==> src/fas_pkg.sv <==
// Package with shared constants and types of the single-precision adder.
`timescale 1ns / 1ps
`default_nettype none
package fas_pkg;
	localparam logic FUNC_ADD = 1'b0;
	localparam logic FUNC_SUB = 1'b1;
	localparam logic [31:0] INF_BITS = 32'h7F80_0000;
	typedef logic [31:0] word_t;
endpackage
`default_nettype wire

==> src/fp32_add_sub_core.sv <==
// Pipeline: four stages; an accepted item moves through stage 1, 2, 3 and 4 registers; stage 4 drives the outputs.
// Throughput: one item per cycle without stalls; each stage moves on when the stage after it can take its item.
// A stall on the output holds the full stages behind it while empty stages keep filling.
// Reset clears all stage valid bits; data registers are not reset.
// The normalize step uses a leading-zero count over the 24-bit difference.
`timescale 1ns / 1ps
`default_nettype none
module fp32_add_sub_core (
	input  wire logic          clk,
	input  wire logic          arst_n,
	input  wire logic          in_valid,
	output logic               in_ready,
	input  wire logic          func,
	input  wire fas_pkg::word_t operand_a,
	input  wire fas_pkg::word_t operand_b,
	output logic               out_valid,
	input  wire logic          out_ready,
	output fas_pkg::word_t     sum_bits
);
	import fas_pkg::*;

	logic v_s1, v_s2, v_s3, v_s4;
	logic en1, en2, en3, en4;

	// Stage 1 data
	logic        bypass_s1, same_s1, sign_s1;
	word_t       byp_s1;
	logic [7:0]  e_big_s1;
	logic [23:0] f_big_s1, f_small_s1;
	logic [4:0]  sh_s1;
	// Stage 2 data
	logic        bypass_s2, same_s2, sign_s2;
	word_t       byp_s2;
	logic [7:0]  e_s2;
	logic [24:0] m_s2;
	// Stage 3 data
	logic        bypass_s3, same_s3, sign_s3;
	word_t       byp_s3;
	logic [7:0]  e_s3;
	logic [24:0] m_s3;
	logic [4:0]  lz_s3;
	word_t       res_s4;

	assign en4 = !v_s4 || out_ready;
	assign en3 = !v_s3 || en4;
	assign en2 = !v_s2 || en3;
	assign en1 = !v_s1 || en2;
	assign in_ready = en1;
	assign out_valid = v_s4;
	assign sum_bits = res_s4;

	always_ff @(posedge clk or negedge arst_n) begin
		if (!arst_n) begin
			v_s1 <= 1'b0;
			v_s2 <= 1'b0;
			v_s3 <= 1'b0;
			v_s4 <= 1'b0;
		end else begin
			if (en1) v_s1 <= in_valid;
			if (en2) v_s2 <= v_s1;
			if (en3) v_s3 <= v_s2;
			if (en4) v_s4 <= v_s3;
		end
	end

	// Stage 1: unpack, order operands, shift amount.
	word_t       b_eff;
	logic [7:0]  ea, eb;
	logic [23:0] fa, fb;
	logic        b_larger;
	logic [7:0]  ediff;
	always_comb begin
		b_eff = (func == FUNC_SUB) ? (operand_b ^ 32'h8000_0000) : operand_b;
		ea = operand_a[30:23];
		eb = b_eff[30:23];
		fa = {1'b1, operand_a[22:0]};
		fb = {1'b1, b_eff[22:0]};
		b_larger = (ea != eb) ? (eb > ea) : (fb > fa);
		ediff = b_larger ? (eb - ea) : (ea - eb);
	end

	always_ff @(posedge clk) begin
		if (en1) begin
			bypass_s1 <= (operand_a[30:0] == 31'd0) || (b_eff[30:0] == 31'd0);
			byp_s1 <= (operand_a[30:0] == 31'd0) ? b_eff : operand_a;
			same_s1 <= operand_a[31] == b_eff[31];
			sign_s1 <= b_larger ? b_eff[31] : operand_a[31];
			e_big_s1 <= b_larger ? eb : ea;
			f_big_s1 <= b_larger ? fb : fa;
			f_small_s1 <= b_larger ? fa : fb;
			sh_s1 <= (ediff > 8'd31) ? 5'd31 : ediff[4:0];
		end
	end

	// Stage 2: align and add or subtract.
	logic [23:0] aligned;
	assign aligned = f_small_s1 >> sh_s1;
	always_ff @(posedge clk) begin
		if (en2) begin
			bypass_s2 <= bypass_s1;
			byp_s2 <= byp_s1;
			same_s2 <= same_s1;
			sign_s2 <= sign_s1;
			e_s2 <= e_big_s1;
			m_s2 <= same_s1 ? ({1'b0, f_big_s1} + {1'b0, aligned})
				: ({1'b0, f_big_s1} - {1'b0, aligned});
		end
	end

	// Stage 3: leading-zero count of the difference.
	logic [4:0] lz;
	always_comb begin
		lz = 5'd24;
		for (int i = 0; i < 24; i++) begin
			if (m_s2[i]) lz = 5'(23 - i);
		end
	end
	always_ff @(posedge clk) begin
		if (en3) begin
			bypass_s3 <= bypass_s2;
			byp_s3 <= byp_s2;
			same_s3 <= same_s2;
			sign_s3 <= sign_s2;
			e_s3 <= e_s2;
			m_s3 <= m_s2;
			lz_s3 <= lz;
		end
	end

	// Stage 4: normalize and pack.
	logic [8:0]  e_inc;
	logic [4:0]  nsh;
	logic [23:0] mn;
	word_t       res;
	always_comb begin
		e_inc = {1'b0, e_s3} + 9'd1;
		nsh = ({3'b0, lz_s3} > e_s3) ? e_s3[4:0] : lz_s3;
		mn = m_s3[23:0] << nsh;
		if (bypass_s3) begin
			res = byp_s3;
		end else if (same_s3) begin
			if (m_s3[24]) begin
				if (e_inc >= 9'd255) res = {sign_s3, INF_BITS[30:0]};
				else res = {sign_s3, e_inc[7:0], m_s3[23:1]};
			end else if (e_s3 == 8'd255) begin
				res = {sign_s3, INF_BITS[30:0]};
			end else begin
				res = {sign_s3, e_s3, m_s3[22:0]};
			end
		end else if (m_s3[23:0] == 24'd0) begin
			res = 32'd0;
		end else begin
			res = {sign_s3, e_s3 - {3'b0, nsh}, mn[22:0]};
		end
	end
	always_ff @(posedge clk) begin
		if (en4) res_s4 <= res;
	end
endmodule
`default_nettype wire

==> config.mk <==
export PLATFORM = sky130hd
export DESIGN_NAME = fp32_add_sub_core
export DESIGN_NICKNAME = d
export VERILOG_FILES = /design/src/fas_pkg.sv /design/src/fp32_add_sub_core.sv
export SDC_FILE = /design/constraint.sdc
export NUM_CORES = 1
export LEC_CHECK = 0
export BUFFER_PORTS_ARGS = -buffer_cell sky130_fd_sc_hd__buf_2
export CAP_MARGIN = 20
export CORE_ASPECT_RATIO = 1.5
export CORE_MARGIN = 8
export CORE_UTILIZATION = 37
export CTS_BUF_LIST = sky130_fd_sc_hd__clkbuf_16
export CTS_CLUSTER_SIZE = 20
export DETAILED_ROUTE_END_ITERATION = 16
export SLEW_MARGIN = 20
export SYNTH_ARGS = -nofsm -noshare
export SYNTH_HDL_FRONTEND = slang
export SYNTH_SLANG_ARGS = --single-unit
==> constraint.sdc <==
create_clock -name clk -period 7.4 [get_ports clk]
set_input_delay 1.85 -clock clk [delete_from_list [all_inputs] [get_ports clk]]
set_output_delay 1.85 -clock clk [all_outputs]
set_load 0.005 [all_outputs]
======== Word level (Yosys, flattened, before mapping) ========
Index checks and enable logic that the tools add are counted.
storage, ports and cells
  logic and storage cells ................. 102
  register bits ........................... 273
operators by class
  add/sub/neg operators ................... 6
  bitwise logic cells ..................... 1
  magnitude comparators ................... 5
  shift-type cells ........................ 2
  reduce and logical (&&, ||, !) cells .... 16
  muxes and demuxes ....................... 39
  eq/ne operators ......................... 3
operator list
  operator                                                           number
  two-way mux 32 bit                                                 5
  two-way mux 31 bit                                                 3
  zero test 31 bit                                                   2
  two-way mux 23 bit                                                 2
  two-way mux 5 bit                                                  8
  two-way mux 4 bit                                                  9
  adder 24 x 24 -> 25 bit                                            1
  two-way mux 25 bit                                                 1
  subtractor 24 x 24 -> 25 bit                                       1
  greater-than comparator 24 bit                                     1
  zero test 24 bit                                                   1
  << shifter 24 x 5 -> 23 bit                                        1
  right shift 24 x 5 -> 24 bit                                       1
  two-way mux 8 bit                                                  2
  OR reduction 16 bit                                                1
  subtractor 8 bit                                                   2
  two-way mux 3 bit                                                  4
  adder 8 x 1 -> 9 bit, second input constant                        1
  greater-or-equal comparator 9 x 8 -> 1 bit, second input constant  1
  equality test 8 bit, second input constant                         1
  greater-than comparator 5 x 8 -> 1 bit                             1
  greater-than comparator 8 x 5 -> 1 bit, second input constant      1
  greater-than comparator 8 bit                                      1
  inequality test 8 bit                                              1
  10 further kinds                                                   20

======== Longest topological paths before layout ========
Gate-level depths: netlist (run 1).
  depth in word-level cells ............... 23
  mapped depth ............................ 25
  gate-level depth less buffers ........... 22

======== Least setup slack after synthesis (run 1) ========
OpenSTA, ideal clock, no wires.
  path type ............................... input to output
  start point ............................. in out_ready
  end point ............................... out in_ready
  arrival time ............................ 4,736 ps
  data required time ...................... 5,550 ps
  stages .................................. 2
  setup slack ............................. 814 ps
  path through ............................ nor2b_1 nand4_1
between the ends
  longest elaborated chain between the ends .. 4
RTL lines
  what                RTL line                 text
  start: declaration  fp32_add_sub_core.sv:17  input wire logic out_ready,
  logical OR 1 bit    fp32_add_sub_core.sv:44  assign en4 = !v_s4 || out_ready;
  logical OR 1 bit    fp32_add_sub_core.sv:45  assign en3 = !v_s3 || en4;
  logical OR 1 bit    fp32_add_sub_core.sv:46  assign en2 = !v_s2 || en3;
  logical OR 1 bit    fp32_add_sub_core.sv:47  assign en1 = !v_s1 || en2;
  end: declaration    fp32_add_sub_core.sv:12  output logic in_ready,
No other way between the ends.

======== Final worst setup path (run 1) ========
  start point ............................. reg sh_s1[0]
  end point ............................... reg m_s2[24], data pin
between the ends
  longest elaborated chain between the ends .. 3
  elaborated cells on any way between the ends .. 4
  classes of those cells .................. 2 x add/sub; 1 x shift; 1 x mux
RTL lines
  what                                                                            RTL line                                            text
  start: declaration                                                              fp32_add_sub_core.sv:30                             logic [4:0] sh_s1;
  start signal: assignment                                                        fp32_add_sub_core.sv:91                             sh_s1 <= (ediff > 8'd31) ? 5'd31 : ediff[4:0];
  right shift 24 x 5 -> 24 bit (*)                                                fp32_add_sub_core.sv:97                             assign aligned = f_small_s1 >> sh_s1;
  subtractor 24 x 24 -> 25 bit / adder 24 x 24 -> 25 bit (equally long branches)  fp32_add_sub_core.sv:106, fp32_add_sub_core.sv:105
  two-way mux 25 bit (*)                                                          fp32_add_sub_core.sv:105                            m_s2 <= same_s1 ? ({1'b0, f_big_s1} + {1'b0, aligned})
  end signal: assignment                                                          fp32_add_sub_core.sv:105
  end: declaration                                                                fp32_add_sub_core.sv:35                             logic [24:0] m_s2;
Every way passes the cells marked *; elsewhere a longest branch is shown, timed or not.
A chain may end at the register's enable or synchronous reset.

==> impl_metrics.csv, run 1 <==
group,metric,value,unit
critical_path,crit_family,"simple AND/OR/NAND/NOR gates",
worst_hold_path,holdPathStages,0,
cts,cts_buffers,29,
timing,final-setup-viol-count,0,
critical_path,worstSetupStartpointType,"register",
critical_path,r2r_setup_slack,1550,ps
timing,holdWs,407,ps
power,p_int,4.23,mW
yosys,ys_ff_latch,271,
power,power_frac_seq,38.5,%
yosys,synth-async-reset-ratio,1.48,%
critical_path,cp-endpoint,"m_s2[24]",
timing,layout_setup_ws,1550,ps
finish,finish.utilization,42.2,%
cts,cts_tree,"done",
power,p_leak,7.54,nW
floorplanning,die_x,190,um
routing,totalWireLength,48.1,mm
yosys,syn_area_per_cell,11.3,sq um
yosys,yosys.area.top_type,"edfxtp_1",
critical_path,slowest_stage,"edfxtp_1",
critical_path,critPathMaxFanout,22,
yosys,synth-edff-count,267,
yosys,synth_compound_area_share,15.4,%
finish,antenna_cells,0,
cts,clk_latency,580,ps
timing,worstMarginPinSlew,955,ps
routing,first_pass_iters,5,
routing,viasPerCell,5.71,
timing,skew,16.4,ps
finish,nets,1705,
yosys,synth_xor_area_share,2.66,%
placement,portBuffers,102,
global_route,grt_overflow,0,
cts,holdBufCountCts,0,
timing,clock.fmax,0.171,GHz
timing,slew_viol_final,0,
power,switching_power,2.43,mW
yosys,synthCells,1483,
placement,place_area,17800,sq um
yosys,synth-main-ff-cell,"edfxtp_1",
power,p_per_area,352,nW/um^2
yosys,yosysWarnings,0,
finish,drive_above_1_share,18.0,%
routing,wl_per_cell,22.3,um
finish,final-seq-area,8120,sq um
yosys,synth_cell_type_count,89,
cts,cts.repair.resized,0,
critical_path,cp-end-kind,"register",
timing,rsz0062_at_grt,"no",
placement,dp_cells,2108,
timing,finalHoldViolCount,0,
cts,clk_pin_slew,70,ps
global_route,track_usage,18.0,%
power,peakVddDrop,222,uV
critical_path,path_class,"reg2reg",
floorplanning,pin_count,103,
run,max-cap-violations,0,
floorplanning,initial_core_util,37.5,%
cts,cts_sinks,271,
yosys,synth_fp_nets,1631,
finish,multi_input_area,8040,sq um
placement,hpwl,37.5,mm
timing,relSlewSlack,36.3,%
cts,ctsRootBufferMaster,"clkbuf_16",
yosys,synth_top_area_share,47.7,%
global_route,grt_first_pass_wirelength,74.9,mm
routing,drtAntennaViolNets,0,
finish,fillCellCount,4248,
global_route,antenna_found_initial,0,
timing,finalCriticalPeriod,5850,ps
critical_path,r2r-start,"sh_s1[0]",
critical_path,cp.arrival,6160,ps
critical_path,required,7710,ps
floorplanning,row_count,95,
placement,place_congestion,0.994,
yosys,synthAdderAreaFrac,6.07,%
routing,drt_iter0_drc,1072,
yosys,synth_most_common_cell,"edfxtp_1",
yosys,yosys-top-cells-area,"edfxtp_1 48%, ha_1 5.6%, mux4_2 4.7%",
placement,detailedPlace.worstSlack,1610,ps
power,clockPowerShare,23.3,%
routing,drt_drc_violations_left,0,
yosys,muxShareOfSynthArea,11.8,%
timing,finalCritPeriodShare,79.0,%
yosys,syn_area,16800,sq um
critical_path,startpoint,"sh_s1[0]",
yosys,synth_top_family_by_area,"compound AO/OA/AOI/OAI gates",
power,combPwrFrac,38.2,%
critical_path,crit_buf_inv,2,
global_route,grt_max_degree,88,
global_route,grt_pass1_vias,12557,
yosys,synth_commonest_cells,"267 x edfxtp_1, 168 x nand2_1, 87 x o21ai_0, 78 x a21oi_1, 77 x nor2_1",
floorplanning,design.core.area,44800,sq um
yosys,synth-simple-area-share,11.5,%
critical_path,reg2reg_depth,21,
critical_path,worst-path-stages,21,
critical_path,path_cells,"buf_4, mux4_2, mux2i_1, a221oi_1, a21oi_1, ha_1, inv_1, nor4b_2, and3_1, nor2b_1, a21oi_1, xnor2_1, ha_1, nor2b_1, o21ai_0, or4b_2, a2bb2oi_1, nand4_1, a31o_2, o311ai_2, xnor2_1",
routing,vias,12337,
cts,post_cts.repair.setup_buffers,0,
run_status,status,"complete, no violations",
finish,instances_no_fill,2161,
floorplanning,die_y,277,um
power,switching_share,36.5,%
worst_hold_path,hold_class,"reg2reg",
finish,syn_to_final_growth,12.5,%
finish,fin_area,18900,sq um
power,power,6.65,mW
floorplanning,die_area,52600,sq um
cts,cts_max_level,1,
cts,clock_path_buffers,3,
timing,setup_tns,0,ps
critical_path,reg2reg_to,"m_s2[24]",
yosys,seq_area_frac_synth,48.3,%
critical_path,critical-path-max-stage-delay,630,ps
worst min-delay path by stage:
stage,slack (ps),to,start
finish,410,byp_s2[10],byp_s1[10]
global route,420,byp_s3[31],byp_s2[31]
global placement,400,byp_s3[23],byp_s2[23]
floorplan,400,byp_s2[0],byp_s1[0]
detailed placement,400,byp_s2[10],byp_s1[10]
CTS,410,byp_s2[10],byp_s1[10]
cell type report:
cell class / instances / area share, %
well taps: 582 / 3.86
repair buffers: 124 / 3.58
flip-flops and latches: 271 / 43.0
clock inverters: 24 / 1.68
clock buffers: 29 / 3.84
inverters: 77 / 1.53
multi-input cells: 1054 / 42.5
power by group through the flow:
stage | sequential (mW) | combinational, mW | clock, mW
CTS | 2.56 | 2.52 | 1.59
finish | 2.56 | 2.54 | 1.55
floorplan | 2.39 | 1.94 | 0
global placement | 2.58 | 2.49 | 0
global route | 2.60 | 2.79 | 1.64
detailed placement | 2.59 | 2.50 | 0
registers in the layout, summed over array words and instances (netlist names), 5 cells and up:
signal	cells
byp_s3	32
lz_s3	5
m_s2	25
f_big_s1	23
sh_s1	5
sum_bits	32
e_s3	8
byp_s2	32
m_s3	25
e_s2	8
e_big_s1	8
f_small_s1	23
byp_s1	32
layout by cell type (no fill, tap or decap), types with 15 or more instances in the layout:
| master | n |
|---|---|
| a211oi_1 | 18 |
| a21o_1 | 30 |
| a21oi_1 | 78 |
| a22o_1 | 17 |
| a22oi_1 | 24 |
| buf_2 | 102 |
| buf_4 | 22 |
| clkbuf_16 | 29 |
| edfxtp_1 | 267 |
| ha_1 | 75 |
| inv_1 | 72 |
| mux2_2 | 41 |
| mux2i_1 | 53 |
| mux4_2 | 35 |
| nand2_1 | 167 |
| nand3_1 | 22 |
| nand4_1 | 20 |
| nor2_1 | 76 |
| nor2b_1 | 15 |
| nor3_1 | 20 |
| nor4_1 | 27 |
| o21ai_0 | 87 |
| xnor2_1 | 35 |
| xor2_1 | 16 |
cell families (layout without fill, tap and decap cells):
logic type / Yosys count / count (layout)
buffers and inverters: 158 / 254
adder cells (fa/ha/maj): 79 / 79
AND/OR/NAND/NOR: 408 / 408
AO/OA/AOI/OAI: 378 / 378
multiplexers: 138 / 138
flip-flops: 271 / 271
XOR/XNOR: 51 / 51
routing by layer:
metal / global-route usage, % / wire length (um)
met2: 32.2 / 24400
met4: 8.68 / 2580
met3: 2.49 / 2250
met5: 0 / 0
met1: 20.8 / 18800
worst register-to-register path: stages, from the launching register on:
cell and delay (ps):
edfxtp_1 630, buf_4 370, mux4_2 600, mux2i_1 150, a221oi_1 170, a21oi_1 230
ha_1 200, inv_1 60, nor4b_2 300, and3_1 290, nor2b_1 190, a21oi_1 100
xnor2_1 150, ha_1 340, nor2b_1 150, o21ai_0 300, or4b_2 610, a2bb2oi_1 190
nand4_1 130, a31o_2 170, o311ai_2 110, xnor2_1 140
No activity file was read; power rests on OpenSTA's default activity.
==> run 2: changes to the inputs <==
==> constraint.sdc (replaced) <==
create_clock -name clk -period 5.35 [get_ports clk]
set_input_delay 1.3375 -clock clk [delete_from_list [all_inputs] [get_ports clk]]
set_output_delay 1.3375 -clock clk [all_outputs]
set_load 0.005 [all_outputs]
==> run 2 against run 1 <==
Worst setup slack worse by 1300 ps. Sequential share of layout area is 0.49 points lower. Die area stayed put. Via count is 1.5% higher. First-iteration DRC count is 24% higher. Hold slack better by 6.0 ps. Routed wire length is 1.8% higher. Sequential power is 39% higher. Clock skew is 4.8 ps lower. Fmax is 14% higher. Non-clock buffer count is 36 higher. Cell count is 1.5% higher. Critical path type unchanged. Highest routed layer unchanged.
==> impl_metrics.csv, run 2 (synthesis gave the netlist of run 1 again) <==
group,metric,value,unit
cts,ctsRootBufferMaster,"clkbuf_16",
power,power_frac_seq,39.2,%
power,power,9.06,mW
timing,finalCritPeriodShare,96.0,%
critical_path,cp.arrival,5440,ps
power,combPwrFrac,40.2,%
cts,clock_path_buffers,3,
timing,finalCriticalPeriod,5140,ps
placement,portBuffers,102,
power,switching_power,3.30,mW
floorplanning,die_y,277,um
power,p_int,5.76,mW
routing,totalWireLength,49.0,mm
critical_path,cp-end-kind,"register",
floorplanning,die_area,52600,sq um
routing,drtAntennaViolNets,0,
routing,viasPerCell,5.71,
global_route,track_usage,17.9,%
power,switching_share,36.4,%
critical_path,cp-endpoint,"m_s2[24]",
cts,cts_sinks,271,
cts,cts_tree,"done",
floorplanning,row_count,95,
power,p_per_area,474,nW/um^2
critical_path,critPathMaxFanout,16,
power,peakVddDrop,243,uV
floorplanning,initial_core_util,37.5,%
power,p_leak,7.70,nW
routing,first_pass_iters,5,
critical_path,startpoint,"sh_s1[0]",
timing,worstMarginPinSlew,996,ps
floorplanning,design.core.area,44800,sq um
placement,hpwl,38.3,mm
cts,clk_latency,560,ps
global_route,antenna_found_initial,0,
run_status,status,"complete, no violations",
critical_path,required,5650,ps
timing,skew,11.6,ps
routing,drt_drc_violations_left,0,
global_route,grt_pass1_vias,12416,
run,max-cap-violations,0,
finish,antenna_cells,0,
cts,cts_max_level,1,
finish,layout_common_cells,"267 x edfxtp_1, 167 x nand2_1, 102 x buf_2, 87 x o21ai_0, 76 x nor2_1",
cts,clk_pin_slew,60,ps
worst_hold_path,holdPathStages,0,
global_route,grt_max_degree,88,
cts,holdBufCountCts,0,
critical_path,worstSetupStartpointType,"register",
routing,drt_iter0_drc,1325,
finish,fillCellCount,4213,
timing,clock.fmax,0.195,GHz
placement,place_congestion,0.997,
global_route,grt_overflow,0,
finish,final-seq-area,8120,sq um
timing,slew_viol_final,0,
critical_path,r2r-start,"sh_s1[0]",
critical_path,r2r_setup_slack,210,ps
timing,finalHoldViolCount,0,
global_route,grt_first_pass_wirelength,73.8,mm
timing,final-setup-viol-count,0,
timing,setup_tns,0,ps
critical_path,reg2reg_depth,21,
finish,final_common_cell,"edfxtp_1",
worst_hold_path,hold_class,"reg2reg",
routing,wl_per_cell,22.3,um
power,clockPowerShare,20.6,%
cts,cts_buffers,27,
floorplanning,die_x,190,um
timing,rsz0062_at_grt,"yes",
finish,syn_to_final_growth,13.8,%
critical_path,path_class,"reg2reg",
timing,relSlewSlack,33.6,%
routing,vias,12517,
finish,nets,1739,
floorplanning,pin_count,103,
finish,drive_above_1_share,19.8,%
critical_path,reg2reg_to,"m_s2[24]",
finish,multi_input_area,8090,sq um
run 2: how the worst min path moves through the flow:
stage                       endpoint        from  slack [ps]
final                     byp_s2[12]  byp_s1[12]         410
after global routing      byp_s2[12]  byp_s1[12]         420
after CTS                    e_s3[7]     e_s2[7]         410
after detailed placement     e_s3[6]     e_s2[6]         400
after global placement    byp_s2[31]  byp_s1[31]         400
after floorplan            byp_s2[0]   byp_s1[0]         400
run 2: layout make-up:
class                      count  area share (%)
clock buffer                  27            3.54
clock inverter                22            1.06
inverter                      77            1.51
tap                          582            3.81
multi-input combinational   1054            42.4
sequential                   271            42.5
timing repair buffer         160            5.24
run 2: power groups by stage:
stage | clock (mW) | sequential [mW] | combinational (mW)
CTS | 1.92 | 3.55 | 3.59
detailed placement | 0 | 3.59 | 3.57
finish | 1.87 | 3.55 | 3.64
floorplan | 0 | 3.31 | 2.68
global route | 1.99 | 3.61 | 3.95
global placement | 0 | 3.57 | 3.56
run 2: worst max-delay path, stage by stage, from the launching register on:
cell and delay (ps):
edfxtp_1 420, buf_4 170, clkbuf_16 170, nor2_1 270, a2bb2oi_1 190, a2bb2oi_1 410
o221ai_2 260, nor4_4 340, nand2_1 130, nor2_1 200, a31oi_1 130, xnor2_1 150
ha_1 320, a21oi_2 150, nor2b_1 50, o21ai_0 150, or4b_2 610, a2bb2oi_2 180
nand4_1 120, a31o_2 190, o311ai_2 110, xnor2_1 140
run 2: per-layer routing:
layer  routed length [um]  GRT usage, %
met1                18900          20.4
met3                 2400          2.00
met4                 2680          9.81
met5                    0             0
met2                25000          32.1
run 2: repair_timing:
action,CTS,global route
resized for setup,0,12
buffers inserted,0,1
setup endpoints to repair,0,5
run 2: per-stage QoR:
stage               instance area [sq um]  worst slack [ps]  hold WS, ps  instances  utilization, %
floorplan                           16800             -82.3          400       1483               -
global placement                    18100               257          403       2142            40.5
detailed placement                  18100               159          405       2142            40.5
CTS                                 19000               154          414       2191            42.5
global route                        19100             -24.6          421       2193            42.6
finish                              19100               214          413       2193            42.6
